[config.mk]
export PLATFORM = sky130hd
export DESIGN_NAME = thick_line_rect_rasterizer
export DESIGN_NICKNAME = d
export VERILOG_FILES = /design/src/trlr_pkg.sv /design/src/thick_line_rect_rasterizer.sv /design/src/trlr_front.sv /design/src/trlr_fifo.sv /design/src/trlr_back.sv /design/src/trlr_clip.sv
export SDC_FILE = /design/constraint.sdc
export NUM_CORES = 1
export LEC_CHECK = 0
export BUFFER_PORTS_ARGS = -buffer_cell sky130_fd_sc_hd__buf_2
export CAP_MARGIN = 10
export CELL_PAD_IN_SITES_DETAIL_PLACEMENT = 1
export CELL_PAD_IN_SITES_GLOBAL_PLACEMENT = 1
export CORE_ASPECT_RATIO = 0.9
export CORE_MARGIN = 5
export CORE_UTILIZATION = 55
export CTS_CLUSTER_SIZE = 24
export DETAILED_ROUTE_END_ITERATION = 8
export GPL_TIMING_DRIVEN = 0
export MAX_ROUTING_LAYER = met4
export PLACE_DENSITY = 0.86
export SYNTH_ARGS = -nofsm -noshare
export SYNTH_HDL_FRONTEND = slang
export SYNTH_SLANG_ARGS = --single-unit
[constraint.sdc]
create_clock -name clk -period 14.1 [get_ports clk]
set_clock_uncertainty 0.1 [all_clocks]
set_input_delay 0.705 -clock clk [delete_from_list [all_inputs] [get_ports clk]]
set_output_delay 0.705 -clock clk [all_outputs]
set_load 0.02 [all_outputs]
[src/trlr_pkg.sv]
// shared types and constants of the thick line and rectangle rasterizer
`default_nettype none

package trlr_pkg;

  localparam int DIM_BITS     = 13;
  localparam int OUT_BITS     = 12;
  localparam int PEN_BITS     = 8;
  localparam int HALF_BITS    = 7;
  localparam int COLOR_BITS   = 32;
  localparam int PIX_BITS     = 16;
  localparam int CFG_IDX_BITS = 2;

  localparam logic [DIM_BITS-1:0] MAX_DIM    = 13'd4096;
  localparam logic [DIM_BITS-1:0] RST_WIDTH  = 13'd128;
  localparam logic [DIM_BITS-1:0] RST_HEIGHT = 13'd64;
  localparam logic                RST_MODE   = 1'b1;

  localparam logic [CFG_IDX_BITS-1:0] CFG_WIDTH  = 2'd0;
  localparam logic [CFG_IDX_BITS-1:0] CFG_HEIGHT = 2'd1;
  localparam logic [CFG_IDX_BITS-1:0] CFG_MODE   = 2'd2;

  typedef enum logic [1:0] {
    OP_START = 2'd0,
    OP_STEP  = 2'd1,
    OP_RECT  = 2'd2,
    OP_NONE  = 2'd3
  } op_t;

  typedef struct packed {
    op_t  op;
    logic step_x_neg;
    logic step_y_neg;
    logic done;
  } cmd_t;

  typedef struct packed {
    logic                visible;
    logic                last;
    logic [PIX_BITS-1:0] color_lo;
    logic                color_nz;
  } paint_t;

  typedef struct packed {
    logic [DIM_BITS-1:0] width;
    logic [DIM_BITS-1:0] height;
    logic                color_mode;
  } cfg_t;

endpackage

`default_nettype wire

[src/thick_line_rect_rasterizer.sv]
// top level: config registers, front stage, queue, back stage and clip stage
// a result is registered in turn in the front register, the queue, the back output register
//   and the clip output register; the queue holds 2 entries by default
// throughput: one word per cycle unless out_ready stalls; each back-stage line step is
//   two compares and up to two error adds on the registered error state
// reset: synchronous rst empties all stages, ends any line, width 128, height 64, RGB565
`default_nettype none

module thick_line_rect_rasterizer #(
  parameter int COORD_BITS = 16,
  parameter int QUEUE_DEPTH = 2
) (
  input  logic                                 clk,
  input  logic                                 rst,
  input  logic                                 in_valid,
  output logic                                 in_ready,
  input  logic [1:0]                           op,
  input  logic signed [COORD_BITS-1:0]         ax,
  input  logic signed [COORD_BITS-1:0]         ay,
  input  logic signed [COORD_BITS-1:0]         bx,
  input  logic signed [COORD_BITS-1:0]         by,
  input  logic [trlr_pkg::PEN_BITS-1:0]        pen_width,
  input  logic [trlr_pkg::COLOR_BITS-1:0]      color_in,
  output logic                                 out_valid,
  input  logic                                 out_ready,
  output logic                                 rect_valid,
  output logic [trlr_pkg::OUT_BITS-1:0]        left,
  output logic [trlr_pkg::OUT_BITS-1:0]        top,
  output logic [trlr_pkg::OUT_BITS-1:0]        right,
  output logic [trlr_pkg::OUT_BITS-1:0]        bottom,
  output logic [trlr_pkg::PIX_BITS-1:0]        pixel_value,
  output logic                                 last,
  input  logic                                 cfg_valid,
  output logic                                 cfg_ready,
  input  logic [trlr_pkg::CFG_IDX_BITS-1:0]    cfg_index,
  input  logic [trlr_pkg::DIM_BITS-1:0]        cfg_data
);

  localparam int C    = COORD_BITS;
  localparam int CMDW = $bits(trlr_pkg::cmd_t);
  localparam int QW   = CMDW + 4 * C + 2 * (C + 1) + (C + 3)
                        + trlr_pkg::HALF_BITS + trlr_pkg::COLOR_BITS;

  trlr_pkg::cfg_t cfg;

  always_ff @(posedge clk) begin
    if (rst) begin
      cfg.width      <= trlr_pkg::RST_WIDTH;
      cfg.height     <= trlr_pkg::RST_HEIGHT;
      cfg.color_mode <= trlr_pkg::RST_MODE;
    end else if (cfg_valid && cfg_ready) begin
      unique case (cfg_index)
        trlr_pkg::CFG_WIDTH:  cfg.width      <= cfg_data;
        trlr_pkg::CFG_HEIGHT: cfg.height     <= cfg_data;
        trlr_pkg::CFG_MODE:   cfg.color_mode <= cfg_data[0];
        default: begin
        end
      endcase
    end
  end

  assign cfg_ready = 1'b1;

  // front to queue
  logic                      f_valid, f_ready;
  trlr_pkg::cmd_t            f_cmd;
  logic signed [C-1:0]       f_p0x, f_p0y, f_p1x, f_p1y;
  logic signed [C:0]         f_dx, f_dyn;
  logic signed [C+2:0]       f_err;
  logic [trlr_pkg::HALF_BITS-1:0]  f_half;
  logic [trlr_pkg::COLOR_BITS-1:0] f_color;
  logic [QW-1:0]             f_word;

  // queue to back
  logic                      q_valid, q_ready;
  logic [QW-1:0]             q_word;
  trlr_pkg::cmd_t            q_cmd;
  logic signed [C-1:0]       q_p0x, q_p0y, q_p1x, q_p1y;
  logic signed [C:0]         q_dx, q_dyn;
  logic signed [C+2:0]       q_err;
  logic [trlr_pkg::HALF_BITS-1:0]  q_half;
  logic [trlr_pkg::COLOR_BITS-1:0] q_color;

  // back to clip
  logic                      b_valid, b_ready;
  trlr_pkg::paint_t          b_paint;
  logic signed [C:0]         b_x1, b_y1, b_x2, b_y2;

  trlr_front #(.COORD_BITS(C)) u_front (
    .clk       (clk),
    .rst       (rst),
    .in_valid  (in_valid),
    .in_ready  (in_ready),
    .op        (op),
    .ax        (ax),
    .ay        (ay),
    .bx        (bx),
    .by        (by),
    .pen_width (pen_width),
    .color_in  (color_in),
    .out_valid (f_valid),
    .out_ready (f_ready),
    .cmd       (f_cmd),
    .p0x       (f_p0x),
    .p0y       (f_p0y),
    .p1x       (f_p1x),
    .p1y       (f_p1y),
    .dx        (f_dx),
    .dyn       (f_dyn),
    .err       (f_err),
    .half      (f_half),
    .color     (f_color)
  );

  assign f_word = {f_cmd, f_p0x, f_p0y, f_p1x, f_p1y, f_dx, f_dyn, f_err, f_half, f_color};

  trlr_fifo #(.WIDTH(QW), .DEPTH(QUEUE_DEPTH)) u_fifo (
    .clk       (clk),
    .rst       (rst),
    .in_valid  (f_valid),
    .in_ready  (f_ready),
    .in_data   (f_word),
    .out_valid (q_valid),
    .out_ready (q_ready),
    .out_data  (q_word)
  );

  assign {q_cmd, q_p0x, q_p0y, q_p1x, q_p1y, q_dx, q_dyn, q_err, q_half, q_color} = q_word;

  trlr_back #(.COORD_BITS(C)) u_back (
    .clk       (clk),
    .rst       (rst),
    .in_valid  (q_valid),
    .in_ready  (q_ready),
    .cmd       (q_cmd),
    .p0x       (q_p0x),
    .p0y       (q_p0y),
    .p1x       (q_p1x),
    .p1y       (q_p1y),
    .dx        (q_dx),
    .dyn       (q_dyn),
    .err       (q_err),
    .half      (q_half),
    .color     (q_color),
    .out_valid (b_valid),
    .out_ready (b_ready),
    .paint     (b_paint),
    .x1        (b_x1),
    .y1        (b_y1),
    .x2        (b_x2),
    .y2        (b_y2)
  );

  trlr_clip #(.COORD_BITS(C)) u_clip (
    .clk         (clk),
    .rst         (rst),
    .in_valid    (b_valid),
    .in_ready    (b_ready),
    .paint       (b_paint),
    .x1          (b_x1),
    .y1          (b_y1),
    .x2          (b_x2),
    .y2          (b_y2),
    .cfg         (cfg),
    .out_valid   (out_valid),
    .out_ready   (out_ready),
    .rect_valid  (rect_valid),
    .left        (left),
    .top         (top),
    .right       (right),
    .bottom      (bottom),
    .pixel_value (pixel_value),
    .last        (last)
  );

endmodule

`default_nettype wire

[src/trlr_front.sv]
// front stage: accepts words, decodes the op and sets up line deltas
`default_nettype none

module trlr_front #(
  parameter int COORD_BITS = 16
) (
  input  logic                                 clk,
  input  logic                                 rst,
  input  logic                                 in_valid,
  output logic                                 in_ready,
  input  logic [1:0]                           op,
  input  logic signed [COORD_BITS-1:0]         ax,
  input  logic signed [COORD_BITS-1:0]         ay,
  input  logic signed [COORD_BITS-1:0]         bx,
  input  logic signed [COORD_BITS-1:0]         by,
  input  logic [trlr_pkg::PEN_BITS-1:0]        pen_width,
  input  logic [trlr_pkg::COLOR_BITS-1:0]      color_in,
  output logic                                 out_valid,
  input  logic                                 out_ready,
  output trlr_pkg::cmd_t                       cmd,
  output logic signed [COORD_BITS-1:0]         p0x,
  output logic signed [COORD_BITS-1:0]         p0y,
  output logic signed [COORD_BITS-1:0]         p1x,
  output logic signed [COORD_BITS-1:0]         p1y,
  output logic signed [COORD_BITS:0]           dx,
  output logic signed [COORD_BITS:0]           dyn,
  output logic signed [COORD_BITS+2:0]         err,
  output logic [trlr_pkg::HALF_BITS-1:0]       half,
  output logic [trlr_pkg::COLOR_BITS-1:0]      color
);

  localparam int DW = COORD_BITS + 1;
  localparam int EW = COORD_BITS + 3;

  logic signed [DW-1:0] diff_x, diff_y, abs_x, abs_y;
  logic                 x_lt, y_lt, fire;
  trlr_pkg::cmd_t       cmd_next;
  logic signed [COORD_BITS-1:0] p0x_next, p0y_next, p1x_next, p1y_next;
  logic signed [EW-1:0] err_next;

  assign diff_x = DW'(bx) - DW'(ax);
  assign diff_y = DW'(by) - DW'(ay);
  assign abs_x  = diff_x[DW-1] ? -diff_x : diff_x;
  assign abs_y  = diff_y[DW-1] ? -diff_y : diff_y;
  assign x_lt   = ax < bx;
  assign y_lt   = ay < by;
  assign err_next = EW'(abs_x) - EW'(abs_y);

  always_comb begin
    cmd_next.op         = trlr_pkg::op_t'(op);
    cmd_next.step_x_neg = !x_lt;
    cmd_next.step_y_neg = !y_lt;
    cmd_next.done       = (ax == bx) && (ay == by);
    p0x_next = ax;
    p0y_next = ay;
    p1x_next = bx;
    p1y_next = by;
    // rectangles travel with sorted corners
    if (cmd_next.op == trlr_pkg::OP_RECT) begin
      p0x_next = x_lt ? ax : bx;
      p1x_next = x_lt ? bx : ax;
      p0y_next = y_lt ? ay : by;
      p1y_next = y_lt ? by : ay;
    end
  end

  assign in_ready = !out_valid || out_ready;
  assign fire     = in_valid && in_ready;

  always_ff @(posedge clk) begin
    if (rst) begin
      out_valid <= 1'b0;
    end else if (in_ready) begin
      out_valid <= in_valid;
    end
  end

  always_ff @(posedge clk) begin
    if (fire) begin
      cmd   <= cmd_next;
      p0x   <= p0x_next;
      p0y   <= p0y_next;
      p1x   <= p1x_next;
      p1y   <= p1y_next;
      dx    <= abs_x;
      dyn   <= -abs_y;
      err   <= err_next;
      half  <= pen_width[trlr_pkg::PEN_BITS-1:1];
      color <= color_in;
    end
  end

endmodule

`default_nettype wire

[src/trlr_fifo.sv]
// short queue between the front and back stages
`default_nettype none

module trlr_fifo #(
  parameter int WIDTH = 8,
  parameter int DEPTH = 2
) (
  input  logic             clk,
  input  logic             rst,
  input  logic             in_valid,
  output logic             in_ready,
  input  logic [WIDTH-1:0] in_data,
  output logic             out_valid,
  input  logic             out_ready,
  output logic [WIDTH-1:0] out_data
);

  localparam int AW = (DEPTH > 1) ? $clog2(DEPTH) : 1;
  localparam int CW = AW + 1;
  localparam logic [AW-1:0] LAST_PTR = AW'(DEPTH - 1);
  localparam logic [CW-1:0] FULL_CNT = CW'(DEPTH);

  logic [WIDTH-1:0] mem [DEPTH];
  logic [AW-1:0]    wr_ptr, rd_ptr;
  logic [CW-1:0]    count;
  logic             push, pop;

  assign in_ready  = count != FULL_CNT;
  assign out_valid = count != '0;
  assign push      = in_valid && in_ready;
  assign pop       = out_valid && out_ready;
  assign out_data  = mem[rd_ptr];

  always_ff @(posedge clk) begin
    if (rst) begin
      wr_ptr <= '0;
      rd_ptr <= '0;
      count  <= '0;
    end else begin
      if (push) begin
        wr_ptr <= (wr_ptr == LAST_PTR) ? '0 : wr_ptr + AW'(1);
      end
      if (pop) begin
        rd_ptr <= (rd_ptr == LAST_PTR) ? '0 : rd_ptr + AW'(1);
      end
      if (push && !pop) begin
        count <= count + CW'(1);
      end else if (pop && !push) begin
        count <= count - CW'(1);
      end
    end
  end

  always_ff @(posedge clk) begin
    if (push) begin
      mem[wr_ptr] <= in_data;
    end
  end

`ifndef NO_ASSERTIONS
  a_count_bound: assert property (@(posedge clk) disable iff (rst)
    count <= FULL_CNT) else $error("queue count beyond depth");
`endif

endmodule

`default_nettype wire

[src/trlr_back.sv]
// back stage: holds the line state, steps it and forms the rectangle corners
`default_nettype none

module trlr_back #(
  parameter int COORD_BITS = 16
) (
  input  logic                                 clk,
  input  logic                                 rst,
  input  logic                                 in_valid,
  output logic                                 in_ready,
  input  trlr_pkg::cmd_t                       cmd,
  input  logic signed [COORD_BITS-1:0]         p0x,
  input  logic signed [COORD_BITS-1:0]         p0y,
  input  logic signed [COORD_BITS-1:0]         p1x,
  input  logic signed [COORD_BITS-1:0]         p1y,
  input  logic signed [COORD_BITS:0]           dx,
  input  logic signed [COORD_BITS:0]           dyn,
  input  logic signed [COORD_BITS+2:0]         err,
  input  logic [trlr_pkg::HALF_BITS-1:0]       half,
  input  logic [trlr_pkg::COLOR_BITS-1:0]      color,
  output logic                                 out_valid,
  input  logic                                 out_ready,
  output trlr_pkg::paint_t                     paint,
  output logic signed [COORD_BITS:0]           x1,
  output logic signed [COORD_BITS:0]           y1,
  output logic signed [COORD_BITS:0]           x2,
  output logic signed [COORD_BITS:0]           y2
);

  localparam int DW  = COORD_BITS + 1;
  localparam int EW  = COORD_BITS + 3;
  localparam int E2W = COORD_BITS + 4;
  localparam int PW  = COORD_BITS + 1;
  localparam int HW  = trlr_pkg::HALF_BITS;

  logic signed [COORD_BITS-1:0] pos_x, pos_y, end_x, end_y;
  logic signed [DW-1:0]         delta_x, delta_y_neg;
  logic                         step_x_neg, step_y_neg, line_active;
  logic signed [EW-1:0]         error_term, error_next;
  logic [HW-1:0]                half_pen;
  logic [trlr_pkg::COLOR_BITS-1:0] line_color;

  logic signed [E2W-1:0]        e2;
  logic                         move_x, move_y, step_done, fire;
  logic signed [COORD_BITS-1:0] inc_x, inc_y, pos_x_next, pos_y_next;
  logic signed [COORD_BITS-1:0] ctr_x, ctr_y;
  logic [HW-1:0]                ctr_half;
  logic signed [PW-1:0]         half_s;
  logic [trlr_pkg::COLOR_BITS-1:0] sel_color;
  trlr_pkg::paint_t             paint_next;
  logic signed [PW-1:0]         x1_next, y1_next, x2_next, y2_next;

  localparam logic signed [COORD_BITS-1:0] PLUS_ONE  = COORD_BITS'(1);
  localparam logic signed [COORD_BITS-1:0] MINUS_ONE = '1;

  assign e2     = E2W'(error_term) <<< 1;
  assign move_x = e2 >= E2W'(delta_y_neg);
  assign move_y = e2 <= E2W'(delta_x);
  assign inc_x  = step_x_neg ? MINUS_ONE : PLUS_ONE;
  assign inc_y  = step_y_neg ? MINUS_ONE : PLUS_ONE;

  always_comb begin
    error_next = error_term;
    if (move_x) begin
      error_next = error_next + EW'(delta_y_neg);
    end
    if (move_y) begin
      error_next = error_next + EW'(delta_x);
    end
  end

  assign pos_x_next = move_x ? pos_x + inc_x : pos_x;
  assign pos_y_next = move_y ? pos_y + inc_y : pos_y;
  assign step_done  = (pos_x_next == end_x) && (pos_y_next == end_y);

  always_comb begin
    ctr_x      = p0x;
    ctr_y      = p0y;
    ctr_half   = half;
    sel_color  = color;
    paint_next.visible = 1'b1;
    paint_next.last    = 1'b1;
    unique case (cmd.op)
      trlr_pkg::OP_START: begin
        paint_next.last = cmd.done;
      end
      trlr_pkg::OP_STEP: begin
        ctr_x     = pos_x_next;
        ctr_y     = pos_y_next;
        ctr_half  = half_pen;
        sel_color = line_color;
        paint_next.visible = line_active;
        paint_next.last    = !line_active || step_done;
      end
      trlr_pkg::OP_RECT: begin
        paint_next.last = 1'b1;
      end
      default: begin
        paint_next.visible = 1'b0;
      end
    endcase
    paint_next.color_lo = sel_color[trlr_pkg::PIX_BITS-1:0];
    paint_next.color_nz = sel_color != '0;
    half_s  = PW'($signed({1'b0, ctr_half}));
    x1_next = PW'(ctr_x) - half_s;
    y1_next = PW'(ctr_y) - half_s;
    x2_next = PW'(ctr_x) + half_s;
    y2_next = PW'(ctr_y) + half_s;
    if (cmd.op == trlr_pkg::OP_RECT) begin
      x1_next = PW'(p0x);
      y1_next = PW'(p0y);
      x2_next = PW'(p1x);
      y2_next = PW'(p1y);
    end
  end

  assign in_ready = !out_valid || out_ready;
  assign fire     = in_valid && in_ready;

  always_ff @(posedge clk) begin
    if (rst) begin
      out_valid   <= 1'b0;
      line_active <= 1'b0;
    end else begin
      if (in_ready) begin
        out_valid <= in_valid;
      end
      if (fire && cmd.op == trlr_pkg::OP_START) begin
        line_active <= !cmd.done;
      end else if (fire && cmd.op == trlr_pkg::OP_STEP && line_active && step_done) begin
        line_active <= 1'b0;
      end
    end
  end

  always_ff @(posedge clk) begin
    if (fire && cmd.op == trlr_pkg::OP_START) begin
      pos_x       <= p0x;
      pos_y       <= p0y;
      end_x       <= p1x;
      end_y       <= p1y;
      delta_x     <= dx;
      delta_y_neg <= dyn;
      step_x_neg  <= cmd.step_x_neg;
      step_y_neg  <= cmd.step_y_neg;
      error_term  <= err;
      half_pen    <= half;
      line_color  <= color;
    end else if (fire && cmd.op == trlr_pkg::OP_STEP && line_active) begin
      pos_x      <= pos_x_next;
      pos_y      <= pos_y_next;
      error_term <= error_next;
    end
  end

  always_ff @(posedge clk) begin
    if (fire) begin
      paint <= paint_next;
      x1    <= x1_next;
      y1    <= y1_next;
      x2    <= x2_next;
      y2    <= y2_next;
    end
  end

`ifndef NO_ASSERTIONS
  a_line_end: assert property (@(posedge clk) disable iff (rst)
    $fell(line_active) && !$past(rst) |->
      $past(fire && (cmd.op == trlr_pkg::OP_STEP || cmd.op == trlr_pkg::OP_START)))
    else $error("line ended without a start or step word");
`endif

endmodule

`default_nettype wire

[src/trlr_clip.sv]
// clip stage: clips the rectangle to the screen and holds the result register
`default_nettype none

module trlr_clip #(
  parameter int COORD_BITS = 16
) (
  input  logic                               clk,
  input  logic                               rst,
  input  logic                               in_valid,
  output logic                               in_ready,
  input  trlr_pkg::paint_t                   paint,
  input  logic signed [COORD_BITS:0]         x1,
  input  logic signed [COORD_BITS:0]         y1,
  input  logic signed [COORD_BITS:0]         x2,
  input  logic signed [COORD_BITS:0]         y2,
  input  trlr_pkg::cfg_t                     cfg,
  output logic                               out_valid,
  input  logic                               out_ready,
  output logic                               rect_valid,
  output logic [trlr_pkg::OUT_BITS-1:0]      left,
  output logic [trlr_pkg::OUT_BITS-1:0]      top,
  output logic [trlr_pkg::OUT_BITS-1:0]      right,
  output logic [trlr_pkg::OUT_BITS-1:0]      bottom,
  output logic [trlr_pkg::PIX_BITS-1:0]      pixel_value,
  output logic                               last
);

  localparam int PW = COORD_BITS + 1;
  localparam int CW = (PW > trlr_pkg::DIM_BITS + 1) ? PW : trlr_pkg::DIM_BITS + 1;
  localparam int OB = trlr_pkg::OUT_BITS;
  localparam logic signed [CW-1:0] ZERO = '0;
  localparam logic signed [CW-1:0] ONE  = CW'(1);

  logic [trlr_pkg::DIM_BITS-1:0] w, h;
  logic signed [CW-1:0] ws, hs, wm1, hm1, cx1, cy1, cx2, cy2;
  logic                 vis, fire;
  logic [OB-1:0]        left_next, top_next, right_next, bottom_next;
  logic [trlr_pkg::PIX_BITS-1:0] pixel_next;

  function automatic logic [OB-1:0] clamp_dim(input logic signed [CW-1:0] v,
                                              input logic signed [CW-1:0] hi);
    logic [OB-1:0] r;
    if (v < ZERO) begin
      r = '0;
    end else if (v > hi) begin
      r = hi[OB-1:0];
    end else begin
      r = v[OB-1:0];
    end
    return r;
  endfunction

  assign w   = (cfg.width  > trlr_pkg::MAX_DIM) ? trlr_pkg::MAX_DIM : cfg.width;
  assign h   = (cfg.height > trlr_pkg::MAX_DIM) ? trlr_pkg::MAX_DIM : cfg.height;
  assign ws  = CW'($signed({1'b0, w}));
  assign hs  = CW'($signed({1'b0, h}));
  assign wm1 = ws - ONE;
  assign hm1 = hs - ONE;
  assign cx1 = CW'(x1);
  assign cy1 = CW'(y1);
  assign cx2 = CW'(x2);
  assign cy2 = CW'(y2);

  assign vis = paint.visible && (w != '0) && (h != '0) && !(cx2 < ZERO) && !(cy2 < ZERO)
               && !(cx1 >= ws) && !(cy1 >= hs);

  always_comb begin
    left_next   = '0;
    top_next    = '0;
    right_next  = '0;
    bottom_next = '0;
    pixel_next  = '0;
    if (vis) begin
      left_next   = clamp_dim(cx1, wm1);
      top_next    = clamp_dim(cy1, hm1);
      right_next  = clamp_dim(cx2, wm1);
      bottom_next = clamp_dim(cy2, hm1);
      pixel_next  = cfg.color_mode ? paint.color_lo
                                   : {{(trlr_pkg::PIX_BITS-1){1'b0}}, paint.color_nz};
    end
  end

  assign in_ready = !out_valid || out_ready;
  assign fire     = in_valid && in_ready;

  always_ff @(posedge clk) begin
    if (rst) begin
      out_valid <= 1'b0;
    end else if (in_ready) begin
      out_valid <= in_valid;
    end
  end

  always_ff @(posedge clk) begin
    if (fire) begin
      rect_valid  <= vis;
      left        <= left_next;
      top         <= top_next;
      right       <= right_next;
      bottom      <= bottom_next;
      pixel_value <= pixel_next;
      last        <= paint.last;
    end
  end

`ifndef NO_ASSERTIONS
  a_rect_order: assert property (@(posedge clk) disable iff (rst)
    out_valid && rect_valid |-> (left <= right) && (top <= bottom))
    else $error("clipped rectangle corners out of order");
  a_empty_zero: assert property (@(posedge clk) disable iff (rst)
    out_valid && !rect_valid |-> (pixel_value == '0) && (left == '0) && (right == '0))
    else $error("empty rectangle with nonzero fields");
`endif

endmodule

`default_nettype wire
==> metrics.md, run 1 <==
| Metric | Value |
|---|---|
| Status | `finished clean` |
| Number of nets in the layout | `4,446` |
| Global-route wire length before repair | `233,000 um` |
| Skew-Pair Late Insertion Delay | `0.68 ns` |
| Tot GR Track Use | `36.6%` |
| HPWL after DPL | `113,000 um` |
| Clk sink count | `827` |
| Worst vdd ir | `0.000126 V` |
| Pwr/cell area | `221 nW/um2` |
| Max incr delay on CP | `1.13 ns` |
| Register area share after synthesis | `54.6%` |
| Root Driver | `clkbuf_16` |
| Fill cells | `8,214` |
| RSZ-0062 raised after global routing | `false` |
| Ys Warns | `0` |
| Max H-tree Level | `3` |
| Most common cell in the netlist | `edfxtp_1` |
| Grt total ovfl | `0` |
| Total CTS buffers | `85` |
| Top cell type's share of synthesized area | `53.0%` |
| Critical Path Source Type | `flop` |
| Setup CP Type | `flop to flop` |
| Post-Layout Cell Count | `5,164` |
| Largest net degree at the start of global routing | `66` |
| Post-Synthesis Cells | `3,727` |
| Synthesized area | `44,800 um2` |
| Routability cong. | `0.993` |
| MaxCap Viol Count | `0` |
| DR pass1 iterations | `5` |
| Synth unique cells | `101` |
| Inst Count DP | `4,996` |
| Main synth FF type | `edfxtp_1` |
| CTS tree | `done` |
| Final WS setup | `5.66 ns` |
| Die ar. | `87,300 um2` |
| Antenna Nets Post-Route | `0` |
| Synth area leaders | `edfxtp_1 (53%), ha_1 (8.0%), mux2_2 (4.9%)` |
| Placement Setup Slack | `5.93 ns` |
| Initial drt markers | `4,147` |
| Vias in the first global route | `35,374` |
| Peak Freq | `119 MHz` |
| Initial antenna violation count | `12` |
| Slew Viols, Final | `0` |
| Hold WC Path Type | `input pin to flop` |
| Yosys top cell by area | `edfxtp_1` |
| #FFs+latches synth | `827` |
| Tcrit/Tclk final | `59.8%` |
| Routed via count | `34,517` |
| Hold Vio Cnt, Final | `0` |
| Leak | `0.0189 uW` |
| Largest buffer count on any clock path | `3` |
| # Post-CTS Setup Buffers | `0` |
| Chip Width | `311 um` |
| Hold Buf Count CTS | `0` |
| Worst-path cell chain | `clkbuf_1 -> buf_2 -> buf_2 -> buf_1 -> buf_1 -> buf_1 -> buf_2 -> mux2i_1 -> mux2i_1 -> ha_1 -> a21oi_1 -> nor2_1 -> nor2_1 -> o21bai_1 -> a21oi_1 -> nor2b_1 -> or3_4 -> or4b_1 -> mux2i_1 -> a21oi_1` |
| CP max FO | `10` |
| Final Setup Violations | `0` |
| Die height | `281 um` |
| Drt wl/cell | `31.1 um` |
| Synth cell count leaders | `edfxtp_1 (791), ha_1 (285), nor2_1 (257)` |
| Post-synth EDFFs | `791` |
| Standard-cell row count | `99` |
| Critical Path End Type | `flop` |
| Residual DRC | `0` |
| Top Ports | `195` |
| Starting Density | `55.4%` |
| Via density | `6.68` |
| Util after Layout | `62.2%` |
| Avg Inst Size Synth | `12.0 um2` |
| Clk slew on worst S/H paths | `0.07 ns` |
| Input/output buffers | `191` |
| Min Tclk post-route | `8.44 ns` |
| Synth-to-layout area growth | `12.3%` |
| Min-delay src | `color_in[10]` |
| Core box area | `80,900 um2` |
| Layout cells sized above 1 | `14.8%` |
| Slew at the pin with the worst max-slew slack | `1.34 ns` |
| Syn nets | `4,149` |
| Fraction of registers with async set/reset | `0%` |
| Total Wirelength | `160,000 um` |
| PostCTS Resize Cnt | `0` |
| Worst EP arrival | `8.71 ns` |
| CP max-delay cell | `mux2i_1` |
| Slew HR | `7.90%` |
| CP required | `14.38 ns` |
-- cells by family (layout without fill, tap and decap cells) --
| logic type | Yosys count | in the layout | synth area share, % |
|---|---|---|---|
| muxes | 338 | 338 | 8.11 |
| other | 1 | 12 | 0.00837 |
| xor gates and xnor gates | 225 | 225 | 4.42 |
| DFF | 827 | 827 | 54.6 |
| buffers and inverters | 327 | 693 | 2.78 |
| and+or+nand+nor | 983 | 983 | 10.9 |
| adders and majority gates | 296 | 296 | 8.45 |
| AOI/OAI and AO/OA | 730 | 730 | 10.7 |
-- where the power goes --
part	leakage, uW	switching, uW	total [uW]	internal, uW
Clock	0.00132	1050	2300	1260
Combinational	0.00991	3220	4990	1770
Sequential	0.00768	354	3800	3440
Total	0.0189	4620	11100	6470
-- through the flow --
step / total power, uW / hold WS [ns] / cell area [um2] / setup TNS, ns
after global placement: 8260 / 0.309 / 47100 / -55.23
after floorplan: 6920 / 0.300 / 44800 / 0
final: 11100 / 0.101 / 50300 / 0
after global routing: 11500 / 0.0829 / 50300 / 0
after detailed placement: 8510 / 0.315 / 47500 / 0
after CTS: 10900 / 0.0833 / 50300 / 0
-- sequential cells by signal, summed over array words and instances, names as in the netlist, 17 cells and up, named ones only --
register,count
cfg,27
u_back.delta_x,17
u_back.delta_y_neg,17
u_back.error_term,19
u_back.line_color,32
u_back.paint,19
u_back.x1,17
u_back.x2,17
u_back.y1,17
u_back.y2,17
u_fifo.mem,320
u_front.color,32
u_front.dx,17
u_front.dyn,17
u_front.err,18
-- routing by layer --
metal  part of all wire (%)  track usage (%)  wire length (um)
met5                      0                -                 0
met4                    4.8             14.7              7760
met3                     10             8.30             16600
met2                     46             57.7             74300
met1                     38             46.6             61600
-- critical path, delay by kind of cell (launching register included) --
family | cells | cell delay (ns)
compound gates | 4 | 0.58
fa+ha+maj | 1 | 0.48
buf+inv | 7 | 3.78
flops | 1 | 0.31
mux | 3 | 1.62
simple gates | 5 | 1.24
-- path summary, 6_finish.rpt --
| path | slack [ns] | cells after the start | to |
|---|---|---|---|
| setup reg to reg | 5.66 | 20 | u_back.y1[14] |
| hold / removal | 0.10 | 1 | u_front.color[10] |
| setup / recovery | 5.66 | 20 | u_back.y1[14] |
| hold reg to reg | 0.34 | 0 | u_fifo.mem[1][85] |
-- placed cells by master, fill, tap and decap left out, types with 15 or more instances in the layout --
cell type / synthesis / final
edfxtp_1: 791 / 791
ha_1: 285 / 285
nor2_1: 257 / 256
nand2_1: 254 / 253
a21oi_1: 242 / 241
buf_2: 11 / 203
inv_1: 199 / 199
mux2_2: 196 / 196
mux2i_1: 141 / 141
xnor2_1: 127 / 127
o21ai_0: 117 / 117
clkbuf_1: 91 / 113
xor2_1: 97 / 97
nor3_1: 90 / 90
clkbuf_16: 0 / 85
nand3_1: 64 / 64
a21o_1: 48 / 48
a211oi_1: 48 / 48
nor2b_1: 47 / 46
nand2b_1: 37 / 37
o21a_1: 37 / 37
dfxtp_1: 36 / 36
and3_1: 36 / 35
nand4_1: 32 / 32
nor4_1: 29 / 29
o21bai_1: 25 / 25
a31oi_1: 25 / 25
buf_1: 24 / 24
or3_1: 23 / 23
and2_1: 20 / 19
o31ai_1: 18 / 18
o211ai_1: 16 / 16
or2_2: 15 / 15
-- cell type report --
class / instances / area [um2] / area share (%)
flip-flops and latches: 827 / 24500 / 48.7
multi-input cells: 2573 / 19100 / 38.0
clock buffers: 112 / 2260 / 4.50
repair buffers: 210 / 1360 / 2.71
well taps: 1060 / 1330 / 2.64
inverters: 200 / 751 / 1.49
plain buffers: 127 / 498 / 0.990
clock inverters: 44 / 480 / 0.955
diodes: 11 / 27.5 / 0.0547
Power figures use the tool's default switching activity.
==> inputs of run 2 (changes only) <==
Settings changed: CORE_UTILIZATION 55 to 51, PLACE_DENSITY 0.86 to 0.8.
Clock period 14.1 ns to 8.66 ns, I/O delays scaled along.
==> run 2 against run 1 <==
Die area rose by 7.6%. Routed wire length decreased by 4.1%. Clock power rose by 67%. First-iteration DRC count fell by 18%. Cell area increased by 1.9%. Final cell count grew 3.1%. Clock-buffer cell count is 2 higher. Sequential power rose by 62%. Non-clock buffer count up 67.
==> metrics.md, run 2 (same netlist as run 1, synthesis figures left out) <==
| Metric | Value |
|---|---|
| Worst r2r path cells | `20 (unchanged)` |
| Vias in the first global route | `34,301 (-3.0%)` |
| Inst Count DP | `5,090 (+1.9%)` |
| Clk sink count | `827 (unchanged)` |
| Max incr delay on CP | `0.77 ns (-0.36 ns)` |
| Initial antenna violation count | `9 (-3)` |
| Slew Viols, Final | `0 (unchanged)` |
| Most common cell after layout, fill and taps aside | `edfxtp_1` |
| Worst-path cell chain | `clkbuf_1 -> buf_2 -> buf_2 -> buf_1 -> buf_1 -> buf_1 -> buf_2 -> mux2i_2 -> mux2i_1 -> ha_1 -> a21oi_1 -> nor2_1 -> nor2_1 -> o21bai_1 -> a21oi_1 -> nor2b_1 -> or3_4 -> or4b_1 -> mux2i_1 -> a21oi_1` |
| Fill cells | `8,924 (+8.6%)` |
| Worst EP arrival | `8.55 ns (-0.16 ns)` |
| Top Ports | `195 (unchanged)` |
| Top sig layer | `met4` |
| Post-route cell area | `51,200 um2 (+1.9%)` |
| Largest buffer count on any clock path | `3 (unchanged)` |
| Critical Path Source Type | `flop` |
| Status | `finished clean` |
| Largest Register | `u_fifo.mem` |
| Util after Layout | `58.6% (-3.5 points)` |
| DR pass1 iterations | `5 (unchanged)` |
| HPWL after DPL | `110,000 um (-2.8%)` |
| Slew at the pin with the worst max-slew slack | `1.29 ns (-0.0516 ns)` |
| Met3 WL post-DR | `12,300 um (-26%)` |
| Synth-to-layout area growth | `14.4%` |
| Total CTS buffers | `87 (+2.4%)` |
| CTS tree | `done` |
| Routed via count | `33,391 (-3.3%)` |
| Total Wirelength | `154,000 um (-4.1%)` |
| CP required | `8.88 ns (-5.50 ns)` |
| Hold Vio Cnt, Final | `0 (unchanged)` |
| Initial drt markers | `3,394 (-18%)` |
| CP max-delay cell | `mux2i_2` |
| Pwr/cell area | `350 nW/um2 (+58%)` |
| Root Driver | `clkbuf_16` |
| Peak Freq | `120 MHz (+1.4%)` |
| Routability cong. | `0.955 (-3.7%)` |
| Placement Setup Slack | `0.238 ns (-5.69 ns)` |
| Max H-tree Level | `3 (unchanged)` |
| RSZ-0062 raised after global routing | `false` |
| Hold WC Path Type | `input pin to flop` |
| Worst path bufs/invs | `7 (unchanged)` |
| Number of nets in the layout | `4,515 (+1.6%)` |
| Largest net degree at the start of global routing | `64 (-3.0%)` |
| Grt total ovfl | `0 (unchanged)` |
| Tcrit/Tclk final | `96.1% (+36 points)` |
| Clk slew on worst S/H paths | `0.07 ns (about the same)` |
| Post-Layout Cell Count | `5,326 (+3.1%)` |
| Wire length on met2 | `72,100 um (-3.1%)` |
| Commonest cells after routing, fill and taps aside | `edfxtp_1 (791), ha_1 (285), nor2_1 (256)` |
| Critical path's top delay family | `buffers and inverters` |
| Global-route wire length before repair | `226,000 um (-3.4%)` |
| Number of flip-flops in the largest register | `320 (unchanged)` |
| MaxCap Viol Count | `0 (unchanged)` |
| Via density | `6.27 (-6.2%)` |
| Skew-Pair Late Insertion Delay | `0.67 ns (about the same)` |
| CP max FO | `10 (unchanged)` |
| Largest regs | `u_fifo.mem x320, u_back.line_color x32, u_front.color x32` |
| Critical path depth in cells | `20 (unchanged)` |
| Residual DRC | `0 (unchanged)` |
| Hold path cells | `2 (+1)` |
| Tot GR Track Use | `32.9% (-3.7 points)` |
| Standard-cell row count | `103 (+4.0%)` |
| Placed cell areas | `47,600 um2 (+0.25%)` |
| Worst vdd ir | `0.000200 V (+59%)` |
| Slew HR | `11.4% (+3.5 points)` |
| Starting Density | `51.3% (-4.1 points)` |
| Final WS setup | `0.337 ns (-5.33 ns)` |
| Min Tclk post-route | `8.32 ns (-0.115 ns)` |
| Layout cells sized above 1 | `14.9% (+0.11 points)` |
| # Post-CTS Setup Buffers | `0 (unchanged)` |
| Chip Width | `322 um (+3.7%)` |
| Input/output buffers | `191 (unchanged)` |
| Setup CP Type | `flop to flop` |
| Antenna Nets Post-Route | `0 (unchanged)` |
| Leak | `0.0193 uW (+1.9%)` |
| Drt wl/cell | `28.9 um (-7.1%)` |
| Final Setup Violations | `0 (unchanged)` |
| Die ar. | `93,900 um2 (+7.6%)` |
| Met1 WL | `64,500 um (+4.6%)` |
| Critical Path End Type | `flop` |
| Core box area | `87,400 um2 (+8.0%)` |
| Die height | `291 um (+3.7%)` |
## run 2: worst paths after layout
path	from	endpoint	slack, ns
hold / removal	ay[6]	u_front.p0y[6]	0.02
setup reg to reg	flop	u_back.y1[14]	0.34
hold reg to reg	u_front.color[30]	u_fifo.mem[0][30]	0.34
setup / recovery	flop	u_back.y1[14]	0.34
## run 2: what timing repair did
action,in CTS,in global routing
resized for setup,0,1
endpoints found under the setup margin,0,7
endpoints found under the hold margin,77,0
hold buffers,66,0
## run 2: final cells by class
type	instances	area (um2)	area share, %
inverter	200	751	1.47
multi-input combinational	2573	19100	37.3
timing repair buffer	277	2040	3.99
clock inverter	45	473	0.923
clock buffer	114	2400	4.69
buffer	127	498	0.972
sequential	827	24500	47.8
antenna	8	20.0	0.0391
tap	1155	1450	2.82
## run 2: per-stage QoR
| stage | setup TNS [ns] | hold WS, ns | power [uW] |
|---|---|---|---|
| 2_1_floorplan | 0 | 0.300 | 11300 |
| 3_3_place_gp | -835.99 | 0.309 | 13500 |
| 3_5_place_dp | 0 | 0.309 | 13800 |
| 4_1_cts | 0 | 0.000552 | 17700 |
| 5_1_grt | 0 | 0.00924 | 18800 |
| 6_report | 0 | 0.0174 | 17900 |
## run 2: power by group
part / switching [uW] / internal (uW) / total, uW
registers: 548 / 5610 / 6160
clock network: 1700 / 2130 / 3830
logic: 5030 / 2890 / 7920
## run 2: layer usage
metal	vias up	GRT usage, %
met4	0	9.49
met2	1471	51.9
met5	-	-
li1	14706	-
met3	295	5.81
met1	16919	44.2
